==> src/rtl/ssc_pkg.sv <==
// shared types and constants of the subset sum counter
`timescale 1ns / 1ps
package ssc_pkg;
    localparam int TARGET_W = 36;
    localparam int COUNT_W  = 33;
    localparam int ITEM_W   = 30;
    localparam int S_DATA_W = 32;
    localparam int M_DATA_W = 40;

    typedef logic alu_op_t;
    localparam alu_op_t ALU_ADD = 1'b0;
    localparam alu_op_t ALU_SUB = 1'b1;

    typedef struct packed {
        alu_op_t op;
    } alu_ctrl_t;
endpackage

==> src/rtl/ssc_alu.sv <==
// shared add and subtract unit with borrow flag for compares
`timescale 1ns / 1ps
module ssc_alu import ssc_pkg::*; #(
    parameter int DW = 40
) (
    input  alu_ctrl_t         ctrl,
    input  logic [DW-1:0]     a,
    input  logic [DW-1:0]     b,
    output logic [DW-1:0]     res,
    output logic              borrow
);
    logic [DW:0] diff;

    assign diff   = {1'b0, a} - {1'b0, b};
    assign borrow = diff[DW];
    assign res    = (ctrl.op == ALU_ADD) ? (a + b) : diff[DW-1:0];
endmodule

==> config.mk <==
export PLATFORM = sky130hd
export DESIGN_NAME = ssc_alu
export DESIGN_NICKNAME = d
export VERILOG_FILES = /design/src/rtl/ssc_pkg.sv /design/src/rtl/ssc_alu.sv
export SDC_FILE = /design/constraint.sdc
export NUM_CORES = 1
export LEC_CHECK = 0
export BUFFER_PORTS_ARGS = -buffer_cell sky130_fd_sc_hd__buf_4
export CAP_MARGIN = 20
export CORE_MARGIN = 8
export CORE_UTILIZATION = 51
export DETAILED_ROUTE_END_ITERATION = 10
export PLACE_DENSITY = 0.82
export SLEW_MARGIN = 20
export SYNTH_ARGS = -nofsm -noshare
export SYNTH_HDL_FRONTEND = slang
export SYNTH_SLANG_ARGS = --single-unit
==> constraint.sdc <==
create_clock -name vclk -period 4.8
set_input_delay 1.2 -clock vclk [all_inputs]
set_output_delay 1.2 -clock vclk [all_outputs]
set_load 0.01 [all_outputs]
* After elaboration in Yosys (flattened, before gate mapping) *
Cells that the tools add are included.
W data, S select, Z words.

cells by class
  add/subtract/negate cells = 2
  mux-type cells = 1

operator list
  cell              count
  $sub A40 B40 Y41  1
  $add A40 B40 Y40  1
  $mux W40          1

storage, ports and cells
  bits in registers = 0
  input port bits = 81
  output and inout bits = 41
  word-level logic and storage cells = 3

* Logic depth before layout (Yosys ltp) *
  depth in word-level cells = 2
  mapped depth = 13
  depth with buffers taken out = 13

* Worst setup path after synthesis *
Ideal clock, no wire load.

  path kind = input-to-output
  from = in b[5]
  to = out res[30]
  arrival time = 3.777 ns
  data required time = 3.600 ns
  setup slack = -0.177 ns
  cell stages on the path = 13
  buffers on the path = 1
  cell sequence = inv_1 -> ha_1 -> buf_6 -> nor3b_1 -> or3_4 -> a2111o_1 -> a211oi_2 -> and3_4 -> o2111ai_4 -> nand2_2 -> nand4_1 -> a311oi_2 -> xnor2_1

between the ends
  word-level cells in the longest chain between the ends = 2
  elaborated cells between the ends (all ways) = 3
  those cells by class = 2 x add/sub; 1 x mux

RTL lines
  item                                                         line                          source
  start, declared                                              ssc_alu.sv:8                  input logic [DW-1:0] b,
  $add A40 B40 Y40 / $sub A40 B40 Y41 (equally long branches)  ssc_alu.sv:16, ssc_alu.sv:14
  $mux W40 (*)                                                 ssc_alu.sv:16                 assign res = (ctrl.op == ALU_ADD) ? (a + b) : diff[DW-1:0];
  end, declared                                                ssc_alu.sv:9                  output logic [DW-1:0] res,

Every way passes the cells marked *; elsewhere a longest branch is shown, timed or not.

* Worst setup path in the final report *
  from = in b[12]
  to = out res[17]

Same word-level chain as after synthesis.

==> flow_summary.toml <==
[status]
outcome = "finished, violations left"
failed_checks = "negative setup slack"

[critical_path]
worstPathRequired_ns = 3.60
path_class = "in -> out"
cp_top_family = "compound AO/OA/AOI/OAI gates"
cp-end-kind = "output port"
crit_arrival_ns = 4.30
critPathMaxStageDelay_ns = 0.82
cp.buffers_inverters = 5
worst-path-max-fanout = 4
path_cells = "buf_4 -> inv_1 -> ha_4 -> buf_4 -> inv_1 -> a21oi_1 -> o31ai_1 -> a21oi_1 -> o221a_4 -> nor2_1 -> o32ai_1 -> xnor2_1 -> buf_4"
start_kind = "input pin"
cp_common_cell = "buf_4"
cp_slowest_cell = "o31ai_1"

[synthesis]
syn-instance-count = 701
synth_area_mm2 = 0.004661
synthTopCellsByArea = "ha_1, a21oi_1, xnor2_1"
synth_area_leader_cell = "ha_1"
synth_nets = 863
yosysTopAreaCellShare_pct = 21.21
yosysSeqAreaShare_pct = 0
avgSynthCellArea_um2 = 6.649
synth_cell_types = 71
yosys_warnings = 0

[die]
core-area_mm2 = 0.009065
die_h_um = 111.6
row_count = 35
start_util_pct = 51.41
dieArea_mm2 = 0.01245
io_pins = 122
die_w_um = 111.6

[routing]
wire_per_inst_um = 19.86
wl_met3_mm = 2.263
vias_per_cell = 6.345
wl_met1_mm = 7.836
drtIter0Drc = 773
wirelength_mm = 21.77
wl_met2_mm = 10.37
dr.pass1.iters = 7
remaining_drc_errors = 0
antenna_left = 0
routed.top_layer = "met4"
via_count = 6954

[worst_hold_path]
hold_class = "in -> out"

[power_and_ir_drop]
p_clk_share_pct = 0
share_comb_of_total_power_pct = 100.0
total_power_mw = 1.217
intPower_mw = 0.5865
peakVddDrop_uv = 100.0
p_switching_mw = 0.6306
p_leak_nw = 3.743
swShare_pct = 51.81
power.density_mw_per_mm2 = 156.7
pwr-share-seq_pct = 0

[finish]
seq_area_um2 = 0
post-route-util_pct = 85.67
fill_cells = 500
diodes = 0
seq_cells = 0
fin_nets = 1149
drive_above_1_share_pct = 45.79
syn2layout_area_growth_pct = 66.63
n_clock_buffer = 0

[global_routing]
grt_pass1_vias = 6792
grt_pass1_wl_mm = 30.93
grt_max_degree = 25
gr-usage-all-layers_pct = 28.33
grt_overflow = 0
antenna_found_initial = 0

[job]
maxCapViolCount = 0

[sta]
maxSlewViolCount = 0
hold_violations = 0
period_share_pct = 114.6
final.setup.tns_ns = -11.53
finalSetupViolations = 29
relSlewSlack_pct = 31.98
timing.fmax_mhz = 181.7
setup_slack_ns = -0.7027
rsz0062_at_grt = "true"
fin_crit_ns = 5.503
worstMarginPinSlew_ns = 1.012

[placed_design]
io_buffers = 122
gp_congestion = 0.9611
hpwlAfterDp_mm = 14.63
dp_slack_ns = -0.6511
==> per-layer routing <==
layer	up-vias	global-route usage [%]
li1	3073	-
met1	3169	33.38
met2	547	50.22
met3	165	4.924
met4	0	10.03
met5	-	0
==> power groups by stage <==
stage	registers [mW]	logic [mW]	clock network, mW
6_report	0	1.22	0
5_1_grt	0	1.28	0
4_1_cts	0	1.07	0
3_5_place_dp	0	0.982	0
3_3_place_gp	0	0.964	0
2_1_floorplan	0	0.539	0
==> synthesized netlist by cell type, types with 4 or more instances <==
master	count
nor2b_1	10
nand3_1	15
buf_6	9
nor4_1	11
o31ai_1	13
xor2_1	5
a21o_1	19
nand2b_1	6
nor2_1	71
nor3_1	21
xnor2_1	33
a211oi_1	8
clkbuf_8	11
a31oi_1	9
o211ai_1	14
nand2_1	41
a21oi_1	92
o21bai_1	9
clkbuf_1	14
nand4_1	11
o21ai_0	50
mux2i_1	4
or3_1	4
ha_1	79
inv_1	76
==> cell type report <==
type                            instances  area, µm²  share of cell area, %
Multi-Input combinational cell        586       4812                  61.96
Timing Repair Buffer                  322       2521                  32.46
Tap cell                              111      138.9                  1.788
Inverter                               77      294.0                  3.786
==> cells in the final DEF (no fill, tap or decap), types with 5 or more instances in the layout <==
master and instances:
buf_4 300, a21oi_1 75, inv_1 66, nor2_1 65, ha_1 62, nand2_1 40
o21ai_0 38, xnor2_1 30, nor3_1 19, a21o_1 19, buf_6 19, nand3_1 15
o211ai_1 14, a21oi_2 14, ha_4 14, nand4_1 11, inv_2 9, o21ai_1 9
o21bai_1 8, o31ai_2 8, nor2b_1 7, nor4_1 6, o21ai_2 6, o31ai_1 5
nor2_4 5, or3_4 5, nand2b_1 5, a31oi_1 5, xor2_1 5
==> kinds of logic (layout without fill, tap and decap cells) <==
logic type | Yosys count | in the layout | synth area share [%]
AO/OA/AOI/OAI | 259 | 259 | 35.68
XOR/XNOR | 38 | 38 | 7.141
adder cells (fa/ha/maj) | 81 | 81 | 22.07
buffers and inverters | 115 | 399 | 13.10
multiplexers | 4 | 4 | 0.8591
AND/OR/NAND/NOR | 204 | 204 | 21.15
==> per-stage QoR <==
| step | instance area (µm²) | hold slack [ns] | std cells |
|---|---|---|---|
| finish | 7766 | 2.771 | 1096 |
| global route | 7766 | 2.785 | 1096 |
| CTS | 7258 | 2.760 | 1076 |
| detailed placement | 6706 | 2.783 | 1064 |
| global placement | 6706 | 2.768 | 1064 |
| floorplan | 4712 | 2.548 | 701 |
==> path summary, 6_finish.rpt <==
path   from  endpoint  slack [ns]  cells past startpoint
max   b[12]   res[17]       -0.70                     13
min    b[0]    res[0]        2.77                      4
==> what timing repair did <==
item                                    CTS  global route
hold buffers                              0             0
pin swaps                                60            48
endpoints found under the setup margin   26            29
gates resized for setup                  96            71
setup buffers                            14            20
No activity file was read; power rests on OpenSTA's default activity.
